[src/rtl/jkse_pkg.sv]
// ----------------------------------------------------------------------------
// jkse_pkg
// Shared types and constants for the JSON key string extractor.
// ----------------------------------------------------------------------------
package jkse_pkg;

    // Configuration register indexes
    localparam logic [1:0] CFG_KEY_CHARS_LOW  = 2'd0;
    localparam logic [1:0] CFG_KEY_CHARS_HIGH = 2'd1;
    localparam logic [1:0] CFG_KEY_LENGTH     = 2'd2;
    localparam logic [1:0] CFG_VALUE_CAPACITY = 2'd3;

    localparam int CFG_INDEX_W = 2;
    localparam int CFG_DATA_W  = 64;

    // Character codes
    localparam logic [7:0] CH_QUOTE = 8'h22;
    localparam logic [7:0] CH_COLON = 8'h3A;
    localparam logic [7:0] CH_SPACE = 8'h20;
    localparam logic [7:0] CH_LF    = 8'h0A;
    localparam logic [7:0] CH_CR    = 8'h0D;
    localparam logic [7:0] CH_TAB   = 8'h09;

    // One result item
    typedef struct packed {
        logic [7:0] value_length;
        logic       found;
        logic       done_res;
        logic       has_byte;
        logic [7:0] value_byte;
    } jkse_result_t;

    function automatic logic is_blank(input logic [7:0] b);
        return (b == CH_SPACE) || (b == CH_LF) || (b == CH_CR) || (b == CH_TAB);
    endfunction

endpackage

[src/rtl/jkse_cfg_regs.sv]
// ----------------------------------------------------------------------------
// jkse_cfg_regs
// Configuration registers: key bytes, clamped key length, clamped capacity.
// ----------------------------------------------------------------------------
module jkse_cfg_regs
    import jkse_pkg::*;
#(
    parameter int MAX_KEY_CHARS      = 16,
    parameter int MAX_VALUE_CAPACITY = 256,
    localparam int KLEN_W = $clog2(MAX_KEY_CHARS + 1),
    localparam int CAP_W  = $clog2(MAX_VALUE_CAPACITY + 1)
) (
    input  logic                   aclk,
    input  logic                   aresetn,
    input  logic                   cfg_wr_en,
    input  logic [CFG_INDEX_W-1:0] cfg_index,
    input  logic [CFG_DATA_W-1:0]  cfg_wdata,
    output logic [7:0]             key_bytes [MAX_KEY_CHARS],
    output logic [KLEN_W-1:0]      key_len,
    output logic [CAP_W-1:0]       capacity
);

    logic [7:0]        key_bytes_reg [MAX_KEY_CHARS];
    logic [KLEN_W-1:0] key_len_reg;
    logic [CAP_W-1:0]  capacity_reg;
    logic [4:0]        wr_len;
    logic [8:0]        wr_cap;

    assign wr_len = cfg_wdata[4:0];
    assign wr_cap = cfg_wdata[8:0];

    // Key bytes: only the characters that can ever be compared are kept
    for (genvar i = 0; i < MAX_KEY_CHARS; i++) begin : g_key
        localparam logic [1:0] WORD = (i < 8) ? CFG_KEY_CHARS_LOW : CFG_KEY_CHARS_HIGH;
        localparam int         LSB  = 8 * (i % 8);
        always_ff @(posedge aclk) begin
            if (!aresetn) begin
                key_bytes_reg[i] <= 8'd0;
            end else if (cfg_wr_en && cfg_index == WORD) begin
                key_bytes_reg[i] <= cfg_wdata[LSB +: 8];
            end
        end
        assign key_bytes[i] = key_bytes_reg[i];
    end

    // Length and capacity, clamped to the build limits as they are written
    always_ff @(posedge aclk) begin
        if (!aresetn) begin
            key_len_reg  <= '0;
            capacity_reg <= CAP_W'(MAX_VALUE_CAPACITY);
        end else if (cfg_wr_en) begin
            if (cfg_index == CFG_KEY_LENGTH) begin
                key_len_reg <= (wr_len > 5'(MAX_KEY_CHARS)) ?
                               KLEN_W'(MAX_KEY_CHARS) : KLEN_W'(wr_len);
            end
            if (cfg_index == CFG_VALUE_CAPACITY) begin
                capacity_reg <= (wr_cap > 9'(MAX_VALUE_CAPACITY)) ?
                                CAP_W'(MAX_VALUE_CAPACITY) : CAP_W'(wr_cap);
            end
        end
    end

    assign key_len  = key_len_reg;
    assign capacity = capacity_reg;

endmodule

[src/rtl/jkse_scan.sv]
// ----------------------------------------------------------------------------
// jkse_scan
// Per-byte scan state machine: key match, colon, opening quote, value copy.
// ----------------------------------------------------------------------------
module jkse_scan
    import jkse_pkg::*;
#(
    parameter int MAX_KEY_CHARS      = 16,
    parameter int MAX_VALUE_CAPACITY = 256,
    localparam int KLEN_W = $clog2(MAX_KEY_CHARS + 1),
    localparam int CAP_W  = $clog2(MAX_VALUE_CAPACITY + 1),
    localparam int KIDX_W = (MAX_KEY_CHARS > 1) ? $clog2(MAX_KEY_CHARS) : 1
) (
    input  logic              aclk,
    input  logic              aresetn,
    input  logic              in_accept,
    input  logic [7:0]        text_byte,
    input  logic              is_last,
    input  logic [7:0]        key_bytes [MAX_KEY_CHARS],
    input  logic [KLEN_W-1:0] key_len,
    input  logic [CAP_W-1:0]  capacity,
    output logic              res_valid,
    output jkse_result_t      res
);

    typedef enum logic [2:0] {
        MODE_IDLE  = 3'd0,
        MODE_KEY   = 3'd1,
        MODE_COLON = 3'd2,
        MODE_OPEN  = 3'd3,
        MODE_VALUE = 3'd4
    } mode_t;

    mode_t      mode_reg, mode_next;
    logic [4:0] pos_reg, pos_next;
    logic [7:0] count_reg, count_next;
    logic       finished_reg, finished_next;

    logic [8:0] cap9;
    logic [7:0] key_ch;
    logic       done, found, has;

    assign cap9 = 9'(capacity);

    // Select the key character at the current match position
    always_comb begin
        key_ch = 8'd0;
        if (pos_reg < 5'(MAX_KEY_CHARS)) begin
            key_ch = key_bytes[pos_reg[KIDX_W-1:0]];
        end
    end

    // Step the scan for one accepted item
    always_comb begin
        mode_next     = mode_reg;
        pos_next      = pos_reg;
        count_next    = count_reg;
        finished_next = finished_reg;
        done          = 1'b0;
        found         = 1'b0;
        has           = 1'b0;
        res_valid     = 1'b0;
        res           = '0;

        if (in_accept) begin
            if (finished_reg) begin
                // Ignore bytes until the end of the buffer rearms
                if (is_last) begin
                    mode_next     = MODE_IDLE;
                    pos_next      = 5'd0;
                    count_next    = 8'd0;
                    finished_next = 1'b0;
                end
            end else begin
                if (cap9 == 9'd0) begin
                    done = 1'b1;
                end else begin
                    case (mode_reg)
                        MODE_IDLE: begin
                            if (text_byte == CH_QUOTE) begin
                                mode_next = MODE_KEY;
                                pos_next  = 5'd0;
                            end
                        end
                        MODE_KEY: begin
                            if (pos_reg < 5'(key_len)) begin
                                if (text_byte == key_ch) begin
                                    pos_next = pos_reg + 5'd1;
                                end else if (text_byte == CH_QUOTE) begin
                                    pos_next = 5'd0;
                                end else begin
                                    mode_next = MODE_IDLE;
                                end
                            end else begin
                                mode_next = (text_byte == CH_QUOTE) ? MODE_COLON : MODE_IDLE;
                            end
                        end
                        MODE_COLON: begin
                            if (text_byte == CH_COLON) begin
                                mode_next = MODE_OPEN;
                            end else if (!is_blank(text_byte)) begin
                                mode_next = MODE_IDLE;
                            end
                        end
                        MODE_OPEN: begin
                            if (text_byte == CH_QUOTE) begin
                                count_next = 8'd0;
                                if (cap9 <= 9'd1) begin
                                    done = 1'b1;
                                end else begin
                                    mode_next = MODE_VALUE;
                                end
                            end else if (!is_blank(text_byte)) begin
                                done = 1'b1;
                            end
                        end
                        MODE_VALUE: begin
                            if (text_byte == CH_QUOTE || {1'b0, count_reg} + 9'd1 >= cap9) begin
                                done  = 1'b1;
                                found = (count_reg != 8'd0);
                            end else begin
                                has        = 1'b1;
                                count_next = count_reg + 8'd1;
                                if (is_last || {1'b0, count_next} + 9'd1 >= cap9) begin
                                    done  = 1'b1;
                                    found = 1'b1;
                                end
                            end
                        end
                        default: begin
                            mode_next = MODE_IDLE;
                        end
                    endcase
                end

                // End of buffer always ends the search
                if (is_last) begin
                    done = 1'b1;
                end

                res_valid        = done || has;
                res.value_byte   = has ? text_byte : 8'd0;
                res.has_byte     = has;
                res.done_res     = done;
                res.found        = found;
                res.value_length = count_next;

                // Rearm on the last byte, otherwise hold until it arrives
                if (done) begin
                    if (is_last) begin
                        mode_next     = MODE_IDLE;
                        pos_next      = 5'd0;
                        count_next    = 8'd0;
                        finished_next = 1'b0;
                    end else begin
                        finished_next = 1'b1;
                    end
                end
            end
        end
    end

    // Hold scan state
    always_ff @(posedge aclk) begin
        if (!aresetn) begin
            mode_reg     <= MODE_IDLE;
            pos_reg      <= 5'd0;
            count_reg    <= 8'd0;
            finished_reg <= 1'b0;
        end else begin
            mode_reg     <= mode_next;
            pos_reg      <= pos_next;
            count_reg    <= count_next;
            finished_reg <= finished_next;
        end
    end

endmodule

[src/rtl/jkse_out_skid.sv]
// ----------------------------------------------------------------------------
// jkse_out_skid
// Result register with one skid entry, so input keeps flowing on a stall.
// ----------------------------------------------------------------------------
module jkse_out_skid
    import jkse_pkg::*;
(
    input  logic         aclk,
    input  logic         aresetn,
    input  logic         in_valid,
    input  jkse_result_t in_res,
    output logic         skid_full,
    output logic         out_valid,
    input  logic         out_ready,
    output jkse_result_t out_res
);

    logic         main_valid_reg;
    jkse_result_t main_reg;
    logic         skid_valid_reg;
    jkse_result_t skid_reg;

    // Control: main register drains first, skid refills it
    always_ff @(posedge aclk) begin
        if (!aresetn) begin
            main_valid_reg <= 1'b0;
            skid_valid_reg <= 1'b0;
        end else if (main_valid_reg && !out_ready) begin
            if (in_valid) begin
                skid_valid_reg <= 1'b1;
            end
        end else if (skid_valid_reg) begin
            main_valid_reg <= 1'b1;
            skid_valid_reg <= in_valid;
        end else begin
            main_valid_reg <= in_valid;
        end
    end

    // Payload
    always_ff @(posedge aclk) begin
        if (main_valid_reg && !out_ready) begin
            if (in_valid) begin
                skid_reg <= in_res;
            end
        end else if (skid_valid_reg) begin
            main_reg <= skid_reg;
            if (in_valid) begin
                skid_reg <= in_res;
            end
        end else if (in_valid) begin
            main_reg <= in_res;
        end
    end

    assign skid_full = skid_valid_reg;
    assign out_valid = main_valid_reg;
    assign out_res   = main_reg;

endmodule

[src/rtl/json_key_string_extractor_top.sv]
// ----------------------------------------------------------------------------
// json_key_string_extractor_top
// Extracts the string value of a configured key from a streamed JSON text.
// ----------------------------------------------------------------------------
// Usage:
//   Text bytes enter on the s_ channel, one per item, s_tlast on the final
//   byte of a buffer. Program the key, its length and the value capacity on
//   the cfg_ port while the block is idle. Each value byte leaves on the m_
//   channel with m_tuser set; the item that ends the search has m_tlast set
//   and reports found in m_tdata[8]. Bytes that produce no result leave
//   nothing on m_.
// Throughput: one text byte per cycle while s_tready is high, set by the
//   scan state machine with its key character mux.
// Output: each result is registered in the result register or skid entry.
// Stall: a result register plus one skid entry part the two sides;
//   s_tready drops only while the skid entry is occupied.
// Reset: aresetn (synchronous, active low) clears the scan, empties the
//   output, sets the key to empty and the capacity to its maximum.
//   After a search ends, bytes are dropped until s_tlast rearms the block.
// ----------------------------------------------------------------------------
module json_key_string_extractor_top
    import jkse_pkg::*;
#(
    parameter int MAX_KEY_CHARS      = 16,
    parameter int MAX_VALUE_CAPACITY = 256
) (
    input  logic                   aclk,
    input  logic                   aresetn,
    input  logic                   cfg_wr_en,
    input  logic [CFG_INDEX_W-1:0] cfg_index,
    input  logic [CFG_DATA_W-1:0]  cfg_wdata,
    input  logic                   s_tvalid,
    output logic                   s_tready,
    input  logic [7:0]             s_tdata,   // text_byte
    input  logic                   s_tlast,   // is_last
    output logic                   m_tvalid,
    input  logic                   m_tready,
    output logic [23:0]            m_tdata,   // value_byte, found, value_length
    output logic                   m_tuser,   // has_byte
    output logic                   m_tlast    // done_res
);

    localparam int KLEN_W = $clog2(MAX_KEY_CHARS + 1);
    localparam int CAP_W  = $clog2(MAX_VALUE_CAPACITY + 1);

    logic [7:0]        key_bytes [MAX_KEY_CHARS];
    logic [KLEN_W-1:0] key_len;
    logic [CAP_W-1:0]  capacity;
    logic              in_accept;
    logic              res_valid;
    jkse_result_t      res;
    logic              skid_full;
    jkse_result_t      out_res;

    assign s_tready  = !skid_full;
    assign in_accept = s_tvalid && s_tready;

    jkse_cfg_regs #(
        .MAX_KEY_CHARS      (MAX_KEY_CHARS),
        .MAX_VALUE_CAPACITY (MAX_VALUE_CAPACITY)
    ) u_cfg (
        .aclk      (aclk),
        .aresetn   (aresetn),
        .cfg_wr_en (cfg_wr_en),
        .cfg_index (cfg_index),
        .cfg_wdata (cfg_wdata),
        .key_bytes (key_bytes),
        .key_len   (key_len),
        .capacity  (capacity)
    );

    jkse_scan #(
        .MAX_KEY_CHARS      (MAX_KEY_CHARS),
        .MAX_VALUE_CAPACITY (MAX_VALUE_CAPACITY)
    ) u_scan (
        .aclk      (aclk),
        .aresetn   (aresetn),
        .in_accept (in_accept),
        .text_byte (s_tdata),
        .is_last   (s_tlast),
        .key_bytes (key_bytes),
        .key_len   (key_len),
        .capacity  (capacity),
        .res_valid (res_valid),
        .res       (res)
    );

    jkse_out_skid u_out (
        .aclk      (aclk),
        .aresetn   (aresetn),
        .in_valid  (res_valid),
        .in_res    (res),
        .skid_full (skid_full),
        .out_valid (m_tvalid),
        .out_ready (m_tready),
        .out_res   (out_res)
    );

    // Pack the result fields onto the stream
    assign m_tdata = {7'd0, out_res.value_length, out_res.found, out_res.value_byte};
    assign m_tuser = out_res.has_byte;
    assign m_tlast = out_res.done_res;

endmodule

[config.mk]
export PLATFORM = sky130hd
export DESIGN_NAME = json_key_string_extractor_top
export DESIGN_NICKNAME = d
export VERILOG_FILES = /design/src/rtl/jkse_pkg.sv /design/src/rtl/jkse_cfg_regs.sv /design/src/rtl/jkse_scan.sv /design/src/rtl/jkse_out_skid.sv /design/src/rtl/json_key_string_extractor_top.sv
export SDC_FILE = /design/constraint.sdc
export NUM_CORES = 1
export LEC_CHECK = 0
export ABC_CLOCK_PERIOD_IN_PS = 15900
export BUFFER_PORTS_ARGS = -buffer_cell sky130_fd_sc_hd__buf_2
export CAP_MARGIN = 0
export CORE_AREA = 5 5 142 144
export CTS_CLUSTER_SIZE = 28
export DETAILED_ROUTE_END_ITERATION = 10
export DIE_AREA = 0 0 147 149
export PLACE_DENSITY_LB_ADDON = 0.12
export SYNTH_ARGS = -nofsm -noshare
export SYNTH_HDL_FRONTEND = slang
export SYNTH_HIERARCHICAL = 1
export SYNTH_SLANG_ARGS = --single-unit
export TNS_END_PERCENT = 1
[constraint.sdc]
create_clock -name aclk -period 15.9 [get_ports aclk]
set_input_delay 1.59 -clock aclk [delete_from_list [all_inputs] [get_ports aclk]]
set_output_delay 1.59 -clock aclk [all_outputs]
set_load 0.05 [all_outputs]
==> results of run 1 <==
worst max-delay path, stage by stage:
cell and delay [ps]:
buf_2 130, nor2_1 130, nand4b_1 190, nor4_2 710
nor2_1 170, o21ai_0 120, o21a_1 250, a21oi_1 90
o21ai_0 240, nor2_1 100, a21oi_1 370, o21a_1 770
per-stage QoR:
| stage | util (%) | cells | cell area (µm²) | setup slack, ps | power, µW |
|---|---|---|---|---|---|
| floorplan | - | 822 | 10300 | 9090 | 671 |
| global placement | 58.5 | 1115 | 10900 | 10860 | 697 |
| detailed placement | 58.5 | 1115 | 10900 | 10710 | 701 |
| CTS | 61.8 | 1147 | 11500 | 11150 | 1130 |
| global route | 61.8 | 1147 | 11500 | 10700 | 1160 |
| finish | 61.8 | 1147 | 11500 | 11090 | 1120 |
layout by cell type (no fill, tap or decap), drive strengths merged, types with 9 or more instances in the layout:
cell type and n:
dfxtp 33, buf 107, and2 140, inv 36, mux4 30, mux2i 21, edfxtp 166, nor2 27
ha 26, nand3 10, a21oi 16, mux2 19, nand2 58, and3 9, clkbuf 17, a22oi 12
o21ai 35, a21o 13, nand3b 16
per-layer routing:
layer | global-route usage, % | share of wire, % | vias to the layer above
met5 | 0 | 0 | -
met4 | 4.75 | 1.1 | 0
met3 | 3.52 | 4.5 | 21
met2 | 36.3 | 52 | 174
met1 | 26.2 | 43 | 3287
li1 | - | - | 3157
power by group through the flow:
stage	clock network (µW)	logic (µW)	registers, µW
after floorplan	0	49.1	622
after global placement	0	85.8	611
after detailed placement	0	87.8	613
after CTS	442	88.2	601
after global routing	465	94.7	604
final	436	87.9	601
worst max-delay path by stage:
stage | cells after the start | end
after floorplan | 2 | u_cfg/key_bytes_reg[10][0]
after global placement | 12 | u_out/skid_reg[4]
after detailed placement | 12 | u_out/skid_reg[4]
after CTS | 12 | u_out/skid_reg[16]
after global routing | 12 | u_out/skid_reg[16]
final | 12 | u_out/skid_reg[18]
final cells by class:
class	count	area [µm²]
Inverter	29	109
Multi-Input combinational cell	546	4270
Clock inverter	15	180
Tap cell	234	293
Timing Repair Buffer	107	553
Clock buffer	17	425
Sequential cell	199	5650
Fill cell	1429	7100
logic make-up (layout without fill, tap and decap cells):
group | Yosys count | in the layout | share of synthesized area [%]
AO/OA/AOI/OAI | 122 | 122 | 8.06
XOR/XNOR | 16 | 16 | 1.36
adder cells (fa/ha/maj) | 26 | 26 | 3.17
buffers and inverters | 77 | 168 | 3.91
flip-flops | 199 | 199 | 55.0
multiplexers | 70 | 70 | 10.9
other | 1 | 7 | 0.0365
AND/OR/NAND/NOR | 305 | 305 | 17.6
==> results.md, run 1 <==
- Min-Delay Endpoint: u_cfg/key_len[0]
- Largest register FFs: 128
- Seq/Total Area, Yosys: between 50 and 60%
- 1st-iter DRT viols: 513
- Gpl congestion: a little over 0.8
- Clock power share: 38.7%
- DPL Wire Length: between 15000 and 20000 µm
- Worst path required time: 15950 ps
- RSZ-0062 raised after global routing: false
- Hold Crit Start: u_cfg/key_len[0]
- R2R Setup Slk: approximately 11000 ps
- Starting density of the core: 55.3%
- Tot GR Track Use: 20.4%
- P_leak: approximately 0.0043 µW
- Slew HR: 25.2%
- Synthesis Warnings: 6
- Startpoint types: input pin
- Setup crit start: s_tdata[7]
- R2R cell count: 14
- Hold Fails Final Rpt: 0
- FF-to-FF End: u_out/skid_reg[18]
- Largest net degree at the start of global routing: 65
- FFs w/ async S/R, synth: 0%
- Die area: 21900 µm²
- Setup violations, final: 0
- Die H: 149 µm
- Postcts setup bufs: 0
- ANT cells: 0
- Critical R2R Launch: u_scan/count_reg[3]
- Top_reg_cell synth: edfxtp_1
- Vias in the first global route: 6670
- Worst-Skew Late Latency: 430 ps
- Number of clock sinks: 199
- Peak supply drop: between 0.07 and 0.08 mV
- Detailed Routing Iterations Pass 1: 5
- Cell taking the most area after synthesis: edfxtp_1
- Row count: 50
- CTS resizes: 0
- Die X: roughly 150 µm
- Post-synth top area share: around 49%
- Core area: 18600 µm²
- Syn Std Cell Area: ~10000 µm²
- Deepest level of the CTS H-tree: 4
- Nets: 1006
- Endpoint class of the critical path: flip-flop
- Power per cell area: 97.9 nW/µm²
- CTS tree: yes
- Total Neg Setup Slack: 0 ps
- Synthesized instance count: 816
- Synth top cells by count: edfxtp_1 (166), and2_1 (89), nand2_1 (58)
- Post-synth EDFFs: roughly 170
- Vias: 6639
- Clock slew at reported path FFs: around 70 ps
- Vias/cell: 5.79
- ANT nets after route: 0
- Achievable Freq: around 210 MHz
- Internal: 851 µW
- CTS Hold Bufs: 0
- Buffers on Ports: 100
- Register bit count reported by yosys: between 150 and 200
- Routed WL: roughly 22000 µm
- Critical Setup Path Class: in2reg
- Final period util: 30.2%
- Layout cells sized above 1: 27.5%
- Slew @ Worst Pin: 1120 ps
- Critical path data arrival time: ~4900 ps
- First-pass GRT wire length: 35300 µm
- GR Overflow Total: 0
- Sw Pwr: ~270 µW
- Worst hold path type: reg2reg
- Fin Clk Skew: just over 10 ps
- Max Cap Violations: 0
- Synth top area cells: edfxtp_1 (49%), dfxtp_1 (6.4%), mux4_2 (5.5%)
- Root buffer cell: clkbuf_16
- Logic pwr share: 7.8%
- Slew Viols, Final: 0
- Syn_area_per_cell: 12.6 µm²
- Top-count cell post-synth: edfxtp_1
- Initial antenna violation count: 0
- Hold WS: 464 ps
- Routed wire per std cell: 19.2 µm
- Post-synth cell types: ~70
- Max Root-Sink Buffers: 2
- Worst Hold Depth: 2
- Seq pwr share: between 50% and 60%
- Switch share: approximately 24%
- P&R area growth vs syn: 11.7%
- Drt drc: 0
- CTS buffer count: 17
- Status: complete, no violations
- CP max FO: 19
- Final min period: 4810 ps
- Top Ports: 108
No activity file was read; power rests on OpenSTA's default activity.
==> run 2, diff against run 1 <==
--- a/config.mk
+++ b/config.mk
@@ -5,13 +5,13 @@
 export SDC_FILE = /design/constraint.sdc
 export NUM_CORES = 1
 export LEC_CHECK = 0
-export ABC_CLOCK_PERIOD_IN_PS = 15900
+export ABC_CLOCK_PERIOD_IN_PS = 3900
 export BUFFER_PORTS_ARGS = -buffer_cell sky130_fd_sc_hd__buf_2
 export CAP_MARGIN = 0
-export CORE_AREA = 5 5 142 144
+export CORE_AREA = 5 5 144 146
 export CTS_CLUSTER_SIZE = 28
 export DETAILED_ROUTE_END_ITERATION = 10
-export DIE_AREA = 0 0 147 149
+export DIE_AREA = 0 0 149 151
 export PLACE_DENSITY_LB_ADDON = 0.12
 export SYNTH_ARGS = -nofsm -noshare
 export SYNTH_HDL_FRONTEND = slang
==> constraint.sdc (replaced) <==
create_clock -name aclk -period 3.9 [get_ports aclk]
set_input_delay 0.39 -clock aclk [delete_from_list [all_inputs] [get_ports aclk]]
set_output_delay 0.39 -clock aclk [all_outputs]
set_load 0.05 [all_outputs]
==> results.md, run 2 (same netlist as run 1, synthesis figures left out) <==
- Fin cells: ~1200
- P&R area growth vs syn: 12.9%
- Reg area: 5650 µm²
- Max Cap Violations: 0
- Fin Clk Skew: about 7.2 ps
- Final period util: 91.8%
- Die area: 22500 µm²
- Gpl congestion: 0.895
- Max Root-Sink Buffers: 2
- Detailed Routing Iterations Pass 1: 5
- Number of clock sinks: 199
- Routed wire per std cell: approximately 18 µm
- Slew HR: 24.6%
- Hold WS: 234 ps
- P_leak: ~0.0043 µW
- CP delay by family, top: simple AND/OR/NAND/NOR gates
- CTS buffer count: 17
- FF-to-FF End: u_out/out_res[12]
- Slew @ Worst Pin: between 1000 and 1500 ps
- Buffers on Ports: 100
- Slew Viols, Final: 0
- Final min period: around 3600 ps
- ANT nets after route: 0
- CP Cell Sequence: ha_1 -> and3_1 -> xnor2_1 -> nor4_1 -> xnor2_1 -> ha_1 -> nor2_1 -> nand2_1 -> nor2_1 -> a21oi_1 -> a21oi_1 -> o21ai_1 -> nor2_1 -> a21oi_2 -> nor2_1 -> nor2_1 -> buf_12
- Clock slew at reported path FFs: roughly 70 ps
- 1st-iter DRT viols: between 600 and 700
- Crit path buffers/inverters: 1
- Starting density of the core: 53.3%
- Worst Hold Depth: 2
- CP dominant cell by count: nor2_1
- Min-Delay Endpoint: u_cfg/key_bytes_reg[6][6]
- Status: complete, no violations
- Setup violations, final: 0
- Deepest level of the CTS H-tree: 4
- Routed WL: between 20000 and 25000 µm
- Most common cell after layout, fill and taps aside: edfxtp_1
- CTS Hold Bufs: 0
- CP max-delay cell: dfxtp_1
- GR Overflow Total: 0
- R2R cell count: 17
- Vias in the first global route: 6657
- First-pass GRT wire length: 34900 µm
- Die X: between 100 and 150 µm
- Footprint of the multi-input gates: approximately 4300 µm²
- R2R Setup Slk: 320 ps
- CP max FO: 19
- Worst-Skew Late Latency: around 440 ps
- Largest register FFs: between 100 and 150
- Power per cell area: 384 nW/µm²
- Hold Crit Start: cfg_wdata[54]
- ANT cells: 0
- Slowest cell delay on critical path: 450 ps
- CTS tree: yes
- Worst hold path type: in2reg
- Vias/cell: roughly 5.6
- Top Ports: roughly 110
- Critical R2R Launch: u_scan/count_reg[1]
- Die H: ~150 µm
- Layout cells sized above 1: between 20% and 30%
- Initial antenna violation count: 0
- RSZ-0062 raised after global routing: false
- Drt drc: 0
- Achievable Freq: 279 MHz
- # fillers: 1560
- Row count: 51
- Critical path data arrival time: roughly 3700 ps
- Placed Cells: 1159
- Vias: 6660
- Layout Utilization: 60.2%
- Tot GR Track Use: 19.9%
- DPL Wire Length: between 15000 and 20000 µm
- Peak supply drop: ~0.31 mV
- Most frequent cells in the layout: edfxtp_1 (166), buf_2 (100), and2_1 (89), nand2_1 (58), and2_2 (51)
- Nets: 1020
- Largest net degree at the start of global routing: 65
- Critical Setup Path Class: reg2reg
- Core area: 19300 µm²
- Worst path required time: 4040 ps
- Hold Fails Final Rpt: 0
- Endpoint class of the critical path: flip-flop
- Startpoint types: flip-flop
- Root buffer cell: clkbuf_16
## run 2: changes by cell type in the layout (fill, tap and decap cells not counted), sizes merged
cell / change
buf: +14
clkbuf: +1
bufinv: -1
inv: -3
clkinv: +2
## run 2: repair_timing
action                     in CTS  in global routing
setup buffers                   0                  1
setup endpoints to repair       0                 38
gates resized for setup         0                  4
## run 2: worst max path at each step
stage | startpoint | slack, ps | endpoint | depth (start not counted)
final | u_scan/count_reg[1] | 320 | u_out/out_res[12] | 17
after CTS | u_scan/count_reg[2] | 130 | u_out/out_res[12] | 16
after floorplan | cfg_index[1] | -1710 | u_cfg/key_bytes_reg[10][0] | 2
after global routing | u_scan/count_reg[4] | 40 | u_out/out_res[15] | 16
after global placement | u_scan/count_reg[1] | 290 | u_out/out_res[0] | 17
after detailed placement | u_scan/count_reg[2] | 190 | u_out/out_res[0] | 16
## run 2: through the flow
step	instance area (µm²)	TNS (ps)	setup WS, ps	power (µW)
5_1_grt	11600	0	42.3	4630
3_3_place_gp	11000	0	288	2850
6_report	11600	0	321	4460
2_1_floorplan	10300	-222160	-1710	2740
4_1_cts	11600	0	132	4490
3_5_place_dp	11000	0	188	2860
## run 2: worst register-to-register path, cell delays in order (launching register included)
cell     delay (ps)
dfxtp_1         450
ha_1            260
and3_1          280
xnor2_1         170
nor4_1          360
xnor2_1         170
ha_1            190
nor2_1           50
nand2_1          90
nor2_1           40
a21oi_1         140
a21oi_1         130
o21ai_1         190
nor2_1           90
a21oi_2         240
nor2_1           70
nor2_1          190
buf_12          190
## run 2: area by class of cell
class                           instances  area share (%)
Clock buffer                           18            3.70
Timing Repair Buffer                  121            5.89
Sequential cell                       199            48.7
Clock inverter                         13            1.02
Inverter                               29           0.938
Tap cell                              265            2.86
Multi-Input combinational cell        546            36.9
## run 2: layer usage
metal  up-vias  global-route usage [%]  share of wire, %
met5         -                       0                 0
li1       3180                       -                 -
met3        24                    3.35               4.7
met1      3250                    27.1                44
met4         0                    6.00               1.5
met2       206                    33.1                49
## run 2: report_power, final
part	internal, µW	switching [µW]
clock	834	813
combinational	132	231
sequential	2420	30.3
total	3380	1070
